==> src/sv/rcwu_pkg.sv <==
package rcwu_pkg;

   // Default values for the top level parameters
   localparam int INIT_WINDOW_DEFAULT = 10;
   localparam int WINDOW_BITS_DEFAULT = 16;

   // Fixed field widths
   localparam int FIELD_W       = 16;
   localparam int FLOOR_W       = 15;
   localparam int TSO_DIV_W     = 8;
   localparam int GSO_SIZE_W    = 17;
   localparam int DEFER_W       = 8;
   localparam int CSR_INDEX_W   = 4;
   localparam int CSR_DATA_W    = 17;

   // Divider retires this many quotient bits per cycle
   localparam int DIV_BITS_PER_CYCLE = 4;

   // Smallest threshold stored on a loss event
   localparam int MIN_THRESHOLD = 2;

   // Request actions
   localparam logic ACTION_ACK  = 1'b0;
   localparam logic ACTION_LOSS = 1'b1;

   // Register indexes
   localparam logic [CSR_INDEX_W-1:0] CSR_SS_LIMIT          = 4'd0;
   localparam logic [CSR_INDEX_W-1:0] CSR_TSO_WIN_DIVISOR   = 4'd1;
   localparam logic [CSR_INDEX_W-1:0] CSR_GSO_ENABLED       = 4'd2;
   localparam logic [CSR_INDEX_W-1:0] CSR_GSO_MAX_SIZE      = 4'd3;
   localparam logic [CSR_INDEX_W-1:0] CSR_GSO_MAX_SEGS      = 4'd4;
   localparam logic [CSR_INDEX_W-1:0] CSR_SEGMENT_SIZE      = 4'd5;
   localparam logic [CSR_INDEX_W-1:0] CSR_WINDOW_CLAMP      = 4'd6;
   localparam logic [CSR_INDEX_W-1:0] CSR_DEFERRED_SEGMENTS = 4'd7;

   // Register reset values
   localparam logic [FIELD_W-1:0]    SS_LIMIT_RESET          = 16'd0;
   localparam logic [TSO_DIV_W-1:0]  TSO_WIN_DIVISOR_RESET   = 8'd3;
   localparam logic                  GSO_ENABLED_RESET       = 1'b1;
   localparam logic [GSO_SIZE_W-1:0] GSO_MAX_SIZE_RESET      = 17'd65536;
   localparam logic [FIELD_W-1:0]    GSO_MAX_SEGS_RESET      = 16'd65535;
   localparam logic [FIELD_W-1:0]    SEGMENT_SIZE_RESET      = 16'd1460;
   localparam logic [FIELD_W-1:0]    WINDOW_CLAMP_RESET      = 16'd65535;
   localparam logic [DEFER_W-1:0]    DEFERRED_SEGMENTS_RESET = 8'd3;

   typedef enum logic [2:0] {
      ST_IDLE,
      ST_CHECK,
      ST_DECIDE,
      ST_DIVIDE,
      ST_COMMIT
   } rcwu_state_type;

   typedef struct packed {
      logic capture;
      logic check;
      logic decide;
      logic div_start;
      logic commit;
   } rcwu_cmd_type;

   typedef struct packed {
      logic is_loss;
      logic limited;
      logic exp_growth;
      logic div_done;
      logic out_free;
   } rcwu_status_type;

endpackage

==> src/sv/reno_congestion_window_update_unit.sv <==
// Reno congestion window engine for one connection. Each request is an ack
// (grow the window if it is the limit, by slow start or additive increase,
// capped by window_clamp) or a loss (ssthresh = max(cwnd/2, 2)), and yields one
// response with the window, ssthresh, the limited flag and ssthresh/2. A loss,
// an ack that finds the window not limiting and an additive-increase ack pass
// through capture, offload products, decision and commit to the response
// register. A slow start ack also runs the window division through a
// restoring divider that retires 4 quotient bits a cycle, between decision
// and commit. One request is in work at a time; the next is taken the cycle
// after commit while the response may still wait in its output register.
// Registers may be written at any time the block is idle; csr_ready is always
// high.
module reno_congestion_window_update_unit import rcwu_pkg::*; #(
   parameter int INIT_WINDOW = INIT_WINDOW_DEFAULT,
   parameter int WINDOW_BITS = WINDOW_BITS_DEFAULT
) (
   input  logic                   clock,
   input  logic                   reset,
   input  logic                   csr_valid,
   output logic                   csr_ready,
   input  logic [CSR_INDEX_W-1:0] csr_index,
   input  logic [CSR_DATA_W-1:0]  csr_wdata,
   input  logic                   req_valid,
   output logic                   req_stall,
   input  logic                   req_action,
   input  logic [FIELD_W-1:0]     req_packets_in_flight,
   output logic                   rsp_valid,
   input  logic                   rsp_stall,
   output logic [FIELD_W-1:0]     rsp_window,
   output logic [FIELD_W-1:0]     rsp_threshold,
   output logic                   rsp_window_limited,
   output logic [FLOOR_W-1:0]     rsp_floor_window
);

   rcwu_cmd_type    cmd;
   rcwu_status_type status;

   rcwu_ctrl u_ctrl (
      .clock    (clock),
      .reset    (reset),
      .req_valid(req_valid),
      .req_stall(req_stall),
      .status   (status),
      .cmd      (cmd)
   );

   rcwu_dpath #(
      .INIT_WINDOW(INIT_WINDOW),
      .WINDOW_BITS(WINDOW_BITS)
   ) u_dpath (
      .clock                (clock),
      .reset                (reset),
      .csr_valid            (csr_valid),
      .csr_ready            (csr_ready),
      .csr_index            (csr_index),
      .csr_wdata            (csr_wdata),
      .req_action           (req_action),
      .req_packets_in_flight(req_packets_in_flight),
      .cmd                  (cmd),
      .status               (status),
      .rsp_stall            (rsp_stall),
      .rsp_valid            (rsp_valid),
      .rsp_window           (rsp_window),
      .rsp_threshold        (rsp_threshold),
      .rsp_window_limited   (rsp_window_limited),
      .rsp_floor_window     (rsp_floor_window)
   );

endmodule

==> src/sv/rcwu_div.sv <==
module rcwu_div import rcwu_pkg::*; #(
   parameter int WINDOW_BITS = WINDOW_BITS_DEFAULT,
   parameter int DIVIDEND_BITS = WINDOW_BITS_DEFAULT + 1
) (
   input  logic                     clock,
   input  logic                     reset,
   input  logic                     start,
   input  logic [DIVIDEND_BITS-1:0] dividend,
   input  logic [WINDOW_BITS-1:0]   divisor,
   output logic                     done,
   output logic [DIVIDEND_BITS-1:0] quotient,
   output logic [WINDOW_BITS-1:0]   remainder
);

   localparam int W    = WINDOW_BITS;
   localparam int NDIG = (DIVIDEND_BITS + DIV_BITS_PER_CYCLE - 1) / DIV_BITS_PER_CYCLE;
   localparam int SHW  = NDIG * DIV_BITS_PER_CYCLE;
   localparam int CNTW = $clog2(NDIG + 1);

   logic [SHW-1:0]  shift_ff, shift_in;
   logic [W-1:0]    rem_ff, rem_in;
   logic [W-1:0]    divisor_ff, divisor_in;
   logic [CNTW-1:0] cnt_ff, cnt_in;
   logic            busy_ff, busy_in;
   logic            done_ff, done_in;

   logic [SHW-1:0]  step_sh;
   logic [W-1:0]    step_rem;
   logic [W:0]      step_trial;

   // Retire one digit: DIV_BITS_PER_CYCLE restoring subtract steps
   always_comb begin
      step_sh    = shift_ff;
      step_rem   = rem_ff;
      step_trial = '0;
      for (int i = 0; i < DIV_BITS_PER_CYCLE; i++) begin
         step_trial = {step_rem, step_sh[SHW-1]};
         step_sh    = {step_sh[SHW-2:0], 1'b0};
         if (step_trial >= {1'b0, divisor_ff}) begin
            step_trial = step_trial - {1'b0, divisor_ff};
            step_sh[0] = 1'b1;
         end
         step_rem = step_trial[W-1:0];
      end
   end

   // Load on start, advance while busy
   always_comb begin
      shift_in   = shift_ff;
      rem_in     = rem_ff;
      divisor_in = divisor_ff;
      cnt_in     = cnt_ff;
      busy_in    = busy_ff;
      done_in    = 1'b0;
      if (start) begin
         shift_in   = SHW'(dividend);
         rem_in     = '0;
         divisor_in = divisor;
         cnt_in     = CNTW'(NDIG);
         busy_in    = 1'b1;
      end else if (busy_ff) begin
         shift_in = step_sh;
         rem_in   = step_rem;
         cnt_in   = cnt_ff - CNTW'(1);
         if (cnt_ff == CNTW'(1)) begin
            busy_in = 1'b0;
            done_in = 1'b1;
         end
      end
   end

   always_ff @(posedge clock) begin
      if (reset) begin
         busy_ff <= 1'b0;
         done_ff <= 1'b0;
         cnt_ff  <= '0;
      end else begin
         busy_ff <= busy_in;
         done_ff <= done_in;
         cnt_ff  <= cnt_in;
      end
   end

   always_ff @(posedge clock) begin
      shift_ff   <= shift_in;
      rem_ff     <= rem_in;
      divisor_ff <= divisor_in;
   end

   assign done      = done_ff;
   assign quotient  = shift_ff[DIVIDEND_BITS-1:0];
   assign remainder = rem_ff;

endmodule

==> src/sv/rcwu_ctrl.sv <==
module rcwu_ctrl import rcwu_pkg::*; (
   input  logic            clock,
   input  logic            reset,
   input  logic            req_valid,
   output logic            req_stall,
   input  rcwu_status_type status,
   output rcwu_cmd_type    cmd
);

   rcwu_state_type state_ff, state_in;

   // Next state
   always_comb begin
      state_in = state_ff;
      case (state_ff)
         ST_IDLE: begin
            if (req_valid) state_in = ST_CHECK;
         end
         ST_CHECK: begin
            state_in = ST_DECIDE;
         end
         ST_DECIDE: begin
            if (!status.is_loss && status.limited && status.exp_growth) begin
               state_in = ST_DIVIDE;
            end else begin
               state_in = ST_COMMIT;
            end
         end
         ST_DIVIDE: begin
            if (status.div_done) state_in = ST_COMMIT;
         end
         ST_COMMIT: begin
            if (status.out_free) state_in = ST_IDLE;
         end
         default: begin
            state_in = ST_IDLE;
         end
      endcase
   end

   // Commands to the datapath
   always_comb begin
      cmd       = '0;
      req_stall = 1'b1;
      case (state_ff)
         ST_IDLE: begin
            req_stall   = 1'b0;
            cmd.capture = req_valid;
         end
         ST_CHECK: begin
            cmd.check = 1'b1;
         end
         ST_DECIDE: begin
            cmd.decide    = 1'b1;
            cmd.div_start = !status.is_loss && status.limited && status.exp_growth;
         end
         ST_DIVIDE: begin
            cmd = '0;
         end
         ST_COMMIT: begin
            cmd.commit = status.out_free;
         end
         default: begin
            cmd = '0;
         end
      endcase
   end

   always_ff @(posedge clock) begin
      if (reset) begin
         state_ff <= ST_IDLE;
      end else begin
         state_ff <= state_in;
      end
   end

endmodule

==> src/sv/rcwu_dpath.sv <==
module rcwu_dpath import rcwu_pkg::*; #(
   parameter int INIT_WINDOW = INIT_WINDOW_DEFAULT,
   parameter int WINDOW_BITS = WINDOW_BITS_DEFAULT
) (
   input  logic                   clock,
   input  logic                   reset,
   input  logic                   csr_valid,
   output logic                   csr_ready,
   input  logic [CSR_INDEX_W-1:0] csr_index,
   input  logic [CSR_DATA_W-1:0]  csr_wdata,
   input  logic                   req_action,
   input  logic [FIELD_W-1:0]     req_packets_in_flight,
   input  rcwu_cmd_type           cmd,
   output rcwu_status_type        status,
   input  logic                   rsp_stall,
   output logic                   rsp_valid,
   output logic [FIELD_W-1:0]     rsp_window,
   output logic [FIELD_W-1:0]     rsp_threshold,
   output logic                   rsp_window_limited,
   output logic [FLOOR_W-1:0]     rsp_floor_window
);

   localparam int W   = WINDOW_BITS;
   localparam int AW  = (W > FIELD_W) ? W : FIELD_W;
   localparam int DW  = AW + 1;
   localparam int GW  = AW + 2;
   localparam int TPW = AW + TSO_DIV_W;
   localparam int SPW = AW + FIELD_W;

   // Configuration registers
   logic [FIELD_W-1:0]    ss_limit_ff, ss_limit_in;
   logic [TSO_DIV_W-1:0]  tso_win_divisor_ff, tso_win_divisor_in;
   logic                  gso_enabled_ff, gso_enabled_in;
   logic [GSO_SIZE_W-1:0] gso_max_size_ff, gso_max_size_in;
   logic [FIELD_W-1:0]    gso_max_segs_ff, gso_max_segs_in;
   logic [FIELD_W-1:0]    segment_size_ff, segment_size_in;
   logic [FIELD_W-1:0]    window_clamp_ff, window_clamp_in;
   logic [DEFER_W-1:0]    deferred_segments_ff, deferred_segments_in;

   // Connection state
   logic [W-1:0] cwnd_ff, cwnd_in;
   logic [W-1:0] ssthresh_ff, ssthresh_in;
   logic [W-1:0] ack_count_ff, ack_count_in;

   // Per-request working registers
   logic           action_ff, action_in;
   logic           flight_ge_ff, flight_ge_in;
   logic [AW-1:0]  left_ff, left_in;
   logic [TPW-1:0] tso_prod_ff, tso_prod_in;
   logic [SPW-1:0] seg_prod_ff, seg_prod_in;
   logic           limited_ff, limited_in;
   logic           slow_ff, slow_in;

   // Result register
   logic               rsp_valid_ff, rsp_valid_in;
   logic [FIELD_W-1:0] rsp_window_ff, rsp_window_in;
   logic [FIELD_W-1:0] rsp_threshold_ff, rsp_threshold_in;
   logic               rsp_limited_ff, rsp_limited_in;
   logic [FLOOR_W-1:0] rsp_floor_ff, rsp_floor_in;

   logic [AW-1:0]  cwnd_ext;
   logic [AW-1:0]  clamp_ext;
   logic [W-1:0]   base;
   logic [AW-1:0]  inc;
   logic [DW-1:0]  dividend;
   logic           limited_now;
   logic           slow_now;
   logic           div_done;
   logic [DW-1:0]  quotient;
   logic [W-1:0]   remainder;
   logic [GW-1:0]  grown;
   logic [W-1:0]   ss_cwnd;
   logic [W-1:0]   half;
   logic [W-1:0]   loss_thresh;
   logic [AW-1:0]  cwnd_out_ext;
   logic [AW-1:0]  ssthresh_out_ext;

   assign csr_ready = 1'b1;

   // Register writes, unknown indexes dropped
   always_comb begin
      ss_limit_in          = ss_limit_ff;
      tso_win_divisor_in   = tso_win_divisor_ff;
      gso_enabled_in       = gso_enabled_ff;
      gso_max_size_in      = gso_max_size_ff;
      gso_max_segs_in      = gso_max_segs_ff;
      segment_size_in      = segment_size_ff;
      window_clamp_in      = window_clamp_ff;
      deferred_segments_in = deferred_segments_ff;
      if (csr_valid) begin
         case (csr_index)
            CSR_SS_LIMIT:          ss_limit_in          = csr_wdata[FIELD_W-1:0];
            CSR_TSO_WIN_DIVISOR:   tso_win_divisor_in   = csr_wdata[TSO_DIV_W-1:0];
            CSR_GSO_ENABLED:       gso_enabled_in       = csr_wdata[0];
            CSR_GSO_MAX_SIZE:      gso_max_size_in      = csr_wdata[GSO_SIZE_W-1:0];
            CSR_GSO_MAX_SEGS:      gso_max_segs_in      = csr_wdata[FIELD_W-1:0];
            CSR_SEGMENT_SIZE:      segment_size_in      = csr_wdata[FIELD_W-1:0];
            CSR_WINDOW_CLAMP:      window_clamp_in      = csr_wdata[FIELD_W-1:0];
            CSR_DEFERRED_SEGMENTS: deferred_segments_in = csr_wdata[DEFER_W-1:0];
            default: begin
               ss_limit_in = ss_limit_ff;
            end
         endcase
      end
   end

   assign cwnd_ext  = AW'(cwnd_ff);
   assign clamp_ext = AW'(window_clamp_ff);

   // Capture the request and the free window
   assign action_in    = cmd.capture ? req_action : action_ff;
   assign flight_ge_in = cmd.capture ? (AW'(req_packets_in_flight) >= cwnd_ext) : flight_ge_ff;
   assign left_in      = cmd.capture ? (cwnd_ext - AW'(req_packets_in_flight)) : left_ff;

   // Offload deferral products
   assign tso_prod_in = cmd.check ? (TPW'(left_ff) * TPW'(tso_win_divisor_ff)) : tso_prod_ff;
   assign seg_prod_in = cmd.check ? (SPW'(left_ff) * SPW'(segment_size_ff)) : seg_prod_ff;

   // Window-limited test and growth mode
   assign limited_now = flight_ge_ff
      || (gso_enabled_ff
          && (tso_prod_ff < TPW'(cwnd_ext))
          && (seg_prod_ff < SPW'(gso_max_size_ff))
          && (left_ff < AW'(gso_max_segs_ff)))
      || (left_ff <= AW'(deferred_segments_ff));
   assign slow_now   = (cwnd_ff <= ssthresh_ff);
   assign limited_in = cmd.decide ? limited_now : limited_ff;
   assign slow_in    = cmd.decide ? slow_now : slow_ff;

   // Slow start increment and divider operands
   assign base = (cwnd_ff == '0) ? W'(1) : cwnd_ff;
   always_comb begin
      if ((ss_limit_ff != '0) && (cwnd_ext > AW'(ss_limit_ff))) begin
         inc = AW'(ss_limit_ff >> 1);
      end else begin
         inc = AW'(base);
      end
   end
   assign dividend = DW'(ack_count_ff) + DW'(inc);

   rcwu_div #(
      .WINDOW_BITS  (W),
      .DIVIDEND_BITS(DW)
   ) u_div (
      .clock    (clock),
      .reset    (reset),
      .start    (cmd.div_start),
      .dividend (dividend),
      .divisor  (base),
      .done     (div_done),
      .quotient (quotient),
      .remainder(remainder)
   );

   // Candidate updates
   assign grown       = GW'(base) + GW'(quotient);
   assign ss_cwnd     = (grown < GW'(clamp_ext)) ? W'(grown) : W'(window_clamp_ff);
   assign half        = cwnd_ff >> 1;
   assign loss_thresh = (half > W'(MIN_THRESHOLD)) ? half : W'(MIN_THRESHOLD);

   // Apply the event on commit
   always_comb begin
      cwnd_in      = cwnd_ff;
      ssthresh_in  = ssthresh_ff;
      ack_count_in = ack_count_ff;
      if (cmd.commit) begin
         if (action_ff == ACTION_LOSS) begin
            ssthresh_in = loss_thresh;
         end else if (limited_ff) begin
            if (slow_ff) begin
               cwnd_in      = ss_cwnd;
               ack_count_in = remainder;
            end else if (ack_count_ff >= cwnd_ff) begin
               if (cwnd_ext < clamp_ext) cwnd_in = cwnd_ff + W'(1);
               ack_count_in = '0;
            end else begin
               ack_count_in = ack_count_ff + W'(1);
            end
         end
      end
   end

   // Load the result register, hold it while stalled
   assign cwnd_out_ext     = AW'(cwnd_in);
   assign ssthresh_out_ext = AW'(ssthresh_in);
   always_comb begin
      rsp_window_in    = rsp_window_ff;
      rsp_threshold_in = rsp_threshold_ff;
      rsp_limited_in   = rsp_limited_ff;
      rsp_floor_in     = rsp_floor_ff;
      rsp_valid_in     = rsp_valid_ff && rsp_stall;
      if (cmd.commit) begin
         rsp_valid_in     = 1'b1;
         rsp_window_in    = cwnd_out_ext[FIELD_W-1:0];
         rsp_threshold_in = ssthresh_out_ext[FIELD_W-1:0];
         rsp_limited_in   = (action_ff == ACTION_ACK) && limited_ff;
         rsp_floor_in     = ssthresh_out_ext[FIELD_W-1:1];
      end
   end

   always_ff @(posedge clock) begin
      if (reset) begin
         ss_limit_ff          <= SS_LIMIT_RESET;
         tso_win_divisor_ff   <= TSO_WIN_DIVISOR_RESET;
         gso_enabled_ff       <= GSO_ENABLED_RESET;
         gso_max_size_ff      <= GSO_MAX_SIZE_RESET;
         gso_max_segs_ff      <= GSO_MAX_SEGS_RESET;
         segment_size_ff      <= SEGMENT_SIZE_RESET;
         window_clamp_ff      <= WINDOW_CLAMP_RESET;
         deferred_segments_ff <= DEFERRED_SEGMENTS_RESET;
         cwnd_ff              <= W'(INIT_WINDOW);
         ssthresh_ff          <= '1;
         ack_count_ff         <= '0;
         rsp_valid_ff         <= 1'b0;
      end else begin
         ss_limit_ff          <= ss_limit_in;
         tso_win_divisor_ff   <= tso_win_divisor_in;
         gso_enabled_ff       <= gso_enabled_in;
         gso_max_size_ff      <= gso_max_size_in;
         gso_max_segs_ff      <= gso_max_segs_in;
         segment_size_ff      <= segment_size_in;
         window_clamp_ff      <= window_clamp_in;
         deferred_segments_ff <= deferred_segments_in;
         cwnd_ff              <= cwnd_in;
         ssthresh_ff          <= ssthresh_in;
         ack_count_ff         <= ack_count_in;
         rsp_valid_ff         <= rsp_valid_in;
      end
   end

   always_ff @(posedge clock) begin
      action_ff        <= action_in;
      flight_ge_ff     <= flight_ge_in;
      left_ff          <= left_in;
      tso_prod_ff      <= tso_prod_in;
      seg_prod_ff      <= seg_prod_in;
      limited_ff       <= limited_in;
      slow_ff          <= slow_in;
      rsp_window_ff    <= rsp_window_in;
      rsp_threshold_ff <= rsp_threshold_in;
      rsp_limited_ff   <= rsp_limited_in;
      rsp_floor_ff     <= rsp_floor_in;
   end

   // Status to the controller
   assign status.is_loss    = (action_ff == ACTION_LOSS);
   assign status.limited    = limited_now;
   assign status.exp_growth = slow_now;
   assign status.div_done   = div_done;
   assign status.out_free   = !rsp_valid_ff || !rsp_stall;

   assign rsp_valid          = rsp_valid_ff;
   assign rsp_window         = rsp_window_ff;
   assign rsp_threshold      = rsp_threshold_ff;
   assign rsp_window_limited = rsp_limited_ff;
   assign rsp_floor_window   = rsp_floor_ff;

endmodule

==> config.mk <==
export PLATFORM = sky130hd
export DESIGN_NAME = reno_congestion_window_update_unit
export DESIGN_NICKNAME = d
export VERILOG_FILES = /design/src/sv/rcwu_pkg.sv /design/src/sv/reno_congestion_window_update_unit.sv /design/src/sv/rcwu_div.sv /design/src/sv/rcwu_ctrl.sv /design/src/sv/rcwu_dpath.sv
export SDC_FILE = /design/constraint.sdc
export NUM_CORES = 2
export LEC_CHECK = 0
export BUFFER_PORTS_ARGS = -buffer_cell sky130_fd_sc_hd__buf_2
export CORE_UTILIZATION = 65
export CTS_BUF_LIST = sky130_fd_sc_hd__clkbuf_16
export DETAILED_ROUTE_END_ITERATION = 8
export PLACE_DENSITY = 0.83
export SETUP_SLACK_MARGIN = 0.5
export SYNTH_ARGS = -nofsm -noshare
export SYNTH_HDL_FRONTEND = slang
export SYNTH_SLANG_ARGS = --single-unit
==> constraint.sdc <==
create_clock -name clock -period 17 [get_ports clock]
set_input_delay 0 -clock clock [delete_from_list [all_inputs] [get_ports clock]]
set_output_delay 0 -clock clock [all_outputs]
set_load 0.02 [all_outputs]
* Word level (Yosys, flattened, before mapping)
Cells that the tools add are included. W data, S select, Z words.
Cells by class: magnitude comparators 15, reduce and logical (&&, ||, !) cells 31, mux-type cells 41, add/subtract/negate cells 10, bitwise gates (word level) 2, multiply operators 2, equality and inequality tests 15
Operators by type and width (count):
- $mux W16 | 17
- $sub A16 B16 Y16 | 5
- $ge A17 B16 Y1 | 4
- $mux W17 | 2
- $add A16 B1 Y16 const B | 2
- $ge A16 B16 Y1 | 2
- $lt A16 B16 Y1 | 2
- $lt A32 B17 Y1 | 1
- $mul A16 B16 Y32 | 1
- $lt A24 B16 Y1 | 1
- $mul A16 B8 Y24 | 1
- $add A16 B17 Y18 | 1
- $lt A18 B16 Y1 | 1
- $mux W3 | 6
- $add A16 B16 Y17 | 1
- $eq A4 B3 Y1 const B | 4
- $gt A16 B16 Y1 | 1
- $le A16 B16 Y1 | 1
- $le A16 B8 Y1 | 1
- $logic_not A16 Y1 | 1
- $reduce_and A2 Y1 | 8
- $reduce_bool A16 Y1 | 1
- $gt A15 B2 Y1 const B | 1
- $mux W15 | 1
- 21 further kinds | 50
Storage, ports and cells: word-level logic and storage cells 148, output and inout bits 51, bits in registers 331, bits of input ports 43

* Longest topological paths before layout
word-level depth 10, depth in mapped cells 48, gate-level depth less buffers 43

* By module
Synthesis repeated with hierarchy kept, for this count alone.
Unflattened totals: cell total of the unflattened synthesis 3850, area total of the unflattened synthesis 33945.1 µm²
By module, submodules not included:
- rcwu_dpath | area an instance 27819.2 µm², cells each 3157, times used 1
- rcwu_div | area an instance 5873.1 µm², cells each 662, times used 1
- rcwu_ctrl | area an instance 252.7 µm², cells each 31, times used 1

* Worst setup path after synthesis
OpenSTA, ideal clock, no wires.
path type register -> register, start point register u_dpath.u_div.divisor_ff[1], end point register u_dpath.u_div.rem_ff[14] (netlist: u_dpath.u_div.remainder[14]), slack 6342 ps, data required time 16878 ps, period minus slack after synthesis 10658 ps, cell stages (with the launch flop) 48, library setup time 122 ps, data arrival time 10536 ps, cell sequence edfxtp_1 > inv_1 > ha_1 > nand2b_1 > a21oi_1 > o41a_1 > o41ai_4 > o21ai_2 > clkbuf_1 > clkbuf_1 > o21ai_0 > inv_1 > ha_1 > nor2b_1 > o31a_1 > o2111ai_1 > a21oi_1 > o221a_2 > [12 not listed] > o21a_1 > a311oi_4 > buf_4 > mux2i_1 > ha_1 > nor2b_1 > o21ai_0 > a21boi_0 > o21ai_0 > o211ai_1 > a21oi_1 > o31ai_1 > a311o_1 > a221o_1 > buf_4 > nor2b_1 > buf_2 > a221o_1
On the way: word-level cells in the longest chain between the ends 8
Ends and longest elaborated chain:
- from (decl) | RTL line rcwu_div.sv:22 | logic [W-1:0] divisor_ff, divisor_in;
- from (signal assigned) | RTL line rcwu_div.sv:87 | divisor_ff <= divisor_in;
- $sub A16 B16 Y16 or $ge A17 B16 Y1 (tied branches) | RTL line rcwu_div.sv:40, rcwu_div.sv:39
- $mux W16 | RTL line rcwu_div.sv:39 | if (step_trial >= {1'b0, divisor_ff}) begin
- $sub A16 B16 Y16 or $ge A17 B16 Y1 (tied branches) | RTL line rcwu_div.sv:40, rcwu_div.sv:39
- $mux W16 | RTL line rcwu_div.sv:39
- $sub A16 B16 Y16 or $ge A17 B16 Y1 (tied branches) | RTL line rcwu_div.sv:40, rcwu_div.sv:39
- $mux W16 | RTL line rcwu_div.sv:39
- $sub A16 B16 Y16 or $ge A17 B16 Y1 (tied branches) | RTL line rcwu_div.sv:40, rcwu_div.sv:39
- $mux W16 * | RTL line rcwu_div.sv:39
- to (signal assigned) | RTL line rcwu_div.sv:86 | rem_ff <= rem_in;
- to (decl) | RTL line rcwu_div.sv:21 | logic [W-1:0] rem_ff, rem_in;
Mark *: on every way between the ends. The rest lies on a longest branch, timed or not. A chain may end at the register's enable or synchronous reset.

* Worst setup path in the final report
Ends and elaborated chain as after synthesis.

==> reports/metrics.yaml <==
run_status:
  outcome: "complete, but fails checks"
  violations: "DRC"
hold_path:
  hp-start: "req_packets_in_flight[15]"
  hp-class: "in2reg"
  min_path_cells: 4
  min_to: "u_dpath.flight_ge_ff$_DFFE_PP_"
logic_synthesis:
  synth_xor_area_share_pct: 3.64
  synthAdderAreaFrac_pct: 32.4
  synth-simple-area-share_pct: 16.4
  syn-cell-area_um2: 33000
  ys_dominant_reg_cell: "dfxtp_1"
  synth-compound-area-share_pct: 12.9
  synth_area_leader_cell: "fa_1"
  synthArstFlopShare_pct: 0
  synth_top_area_share_pct: 17.3
  synth.top_cells.by_area: "fa_1 17%, ha_1 15%, edfxtp_1 13%"
  ys_seq_elements: 316
  netlist_instances: 3660
  synth_edf_count: 142
  synth_mux_area_share_pct: 3.41
  yosysWarnings: 0
  synth.distinct_cells: 82
  synth.avg_cell_area_um2: 9.01
  yosysSeqAreaShare_pct: 23.5
  synth_nets: 4385
  synth_top_family_by_area: "adder cells"
drt:
  wire_per_inst_um: 20.3
  postRouteAntennaNets: 0
  drt_iter0_markers: 2482
  dr_total_vias: 26809
  via_per_inst: 6.10
  drc: 2
  routed_wl_um: 89100
  dr.pass1.iters: 8
floorplan:
  core_um2: 50100
  initial_core_util_pct: 65.9
  rows: 82
  die_area_um2: 51600
  dieWidth_um: 227
  num_io_pins: 94
  die_y_um: 227
clock_network:
  cts-htree-levels: 2
  post_cts_buffers: 0
  cts_made_buffers: 38
  clk_latency_ns: 0.59
  cts_resized: 0
  cts_tree: "done"
  ctsHoldBuffers: 27
  clock_path_buffers: 3
  root_buffer: "clkbuf_16"
  clk_pin_slew_worst_paths_ns: 0.06
  cts_sinks: 316
placed_design:
  post-place-ws_ns: 5.07
  placed_cells: 4299
  gp_congestion: 0.998
  io_buffers: 92
  hpwl_um: 65400
  dpl_cell_area_um2: 33900
power:
  p_leak_nw: 16.9
  ir_worst_vdd_v: 0.000619
  power_density_nw_per_um2: 222
layout:
  fillers: 3828
  final_area_um2: 35400
  stdcell_count: 4396
  multi_input_area_um2: 22700
  final_cell_mix: "503 x inv_1, 442 x nand2_1, 397 x ha_1"
  drive_gt1_share_pct: 7.41
  regArea_um2: 7750
  area_delta_synth_final_pct: 7.40
  fin_nets: 4419
  layout_commonest_cell: "inv_1"
critical_path:
  r2r_end: "u_dpath.u_div.remainder[14]$_SDFFE_PP0P_"
  crit_slowest_cell: "a221o_1"
  cp.arrival_ns: 12.64
  crit_fanout: 22
  r2r_cells: 44
  end_kind: "flop"
  max_stage_delay_ns: 0.61
  crit_path_start_kind: "flop"
  worst-path-buf-inv: 6
  reg2reg_slack_ns: 4.83
  cp_data_required_time_ns: 17.47
  critPathTopFamily: "compound AO/OA/AOI/OAI gates"
  r2r_start: "u_dpath.u_div.divisor_ff[1]$_DFFE_PP_"
  critPathKind: "reg2reg"
timing:
  fin_crit_sh_pct: 71.6
  worst_slack_ns: 4.83
  worst_pin_slew_ns: 1.17
  final_max_slew_viol_count: 0
  fmax_ghz: 0.0822
  tns_ns: 0
  hold_ws_ns: 0.0114
  slew_headroom_pct: 21.9
  finalSetupViolations: 0
  finClkSkew_ns: 0.0403
  period_minus_slack_ns: 12.17
  hold_viol_final: 0
  rsz0062_at_grt: "no"
global_routing:
  use_met1_pct: 43.2
  grt_pass1_wl_um: 141000
  grt_use_met2_pct: 58.8
  overflow: 0
  grt_max_degree: 109
  grt.busiest_layer: "met2"
  antenna_found_initial: 2
  grt_usage_pct: 35.3
  grt_util_met3_pct: 6.03
  grt_pass1_vias: 26576
run:
  cap_violations: 0
sequential cells by signal (all words and copies together) (netlist names), 17 cells and up:
signal,count
u_dpath.seg_prod_ff,32
u_dpath.tso_prod_ff,24
u_dpath.u_div.shift_ff,20
u_dpath.gso_max_size_ff,17
power by group:
part	switching (W)	total [W]	internal [W]
clock network	0.000352	0.000798	0.000446
logic	0.00338	0.00596	0.00258
registers	0.0000658	0.00111	0.00104
total	0.00380	0.00786	0.00406
cell families after synthesis:
logic type      after synthesis
compound gates              642
xor+xnor                    137
fa+ha+maj                   682
buf+inv                     664
flops                       316
mux                         105
other cells                   1
simple gates               1113
how the worst max path moves through the flow:
stage | start | end | cells after the start
5_1_grt | u_dpath.u_div.divisor_ff[1]$_DFFE_PP_ | u_dpath.u_div.remainder[14]$_SDFFE_PP0P_ | 44
3_3_place_gp | u_dpath.u_div.divisor_ff[1]$_DFFE_PP_ | u_dpath.u_div.remainder[14]$_SDFFE_PP0P_ | 44
3_5_place_dp | u_dpath.u_div.divisor_ff[1]$_DFFE_PP_ | u_dpath.u_div.remainder[14]$_SDFFE_PP0P_ | 44
4_1_cts | u_dpath.u_div.divisor_ff[1]$_DFFE_PP_ | u_dpath.u_div.remainder[14]$_SDFFE_PP0P_ | 44
2_1_floorplan | u_dpath.u_div.divisor_ff[1]$_DFFE_PP_ | u_dpath.u_div.remainder[14]$_SDFFE_PP0P_ | 47
6_report | u_dpath.u_div.divisor_ff[1]$_DFFE_PP_ | u_dpath.u_div.remainder[14]$_SDFFE_PP0P_ | 44
area by class of cell:
class / count / share of cell area, %
tap: 672 / 2.37
clock inverter: 29 / 0.604
inverter: 495 / 5.25
antenna: 1 / 0.00706
multi-input combinational: 2680 / 64.1
clock buffer: 40 / 2.83
sequential: 316 / 21.9
timing repair buffer: 163 / 3.00
metrics by stage:
stage	util (%)	power (W)
after CTS	70.7	0.00780
after global placement	67.8	0.00687
after floorplan	-	0.00572
after detailed placement	67.8	0.00695
after global routing	70.7	0.00855
final	70.7	0.00786
cell usage after synthesis (40+ instances only):
cell,n
clkbuf_1,145
nand2_1,442
mux2i_1,49
inv_1,494
and2_1,162
nor2_1,188
mux2_2,54
o21ai_0,116
a21oi_1,197
ha_1,397
edfxtp_1,142
a21o_1,69
xnor2_1,101
nor3_1,47
a211o_1,42
dfxtp_1,174
fa_1,285
nand2b_1,40
routing by layer:
metal / part of all wire (%) / wire (µm)
met1: 39 / 34600
met2: 47 / 41900
met4: 6.1 / 5470
met3: 8.0 / 7140
met5: 0.010 / 9
worst register-to-register path: cells and delay by family (launching register included):
kind | cells | cell delay [ns]
muxes | 2 | 0.80
adders and majority gates | 4 | 1.19
DFF | 1 | 0.46
buffers and inverters | 6 | 1.29
and+or+nand+nor | 8 | 1.37
AOI/OAI and AO/OA | 24 | 6.93
Power figures use the tool's default switching activity.
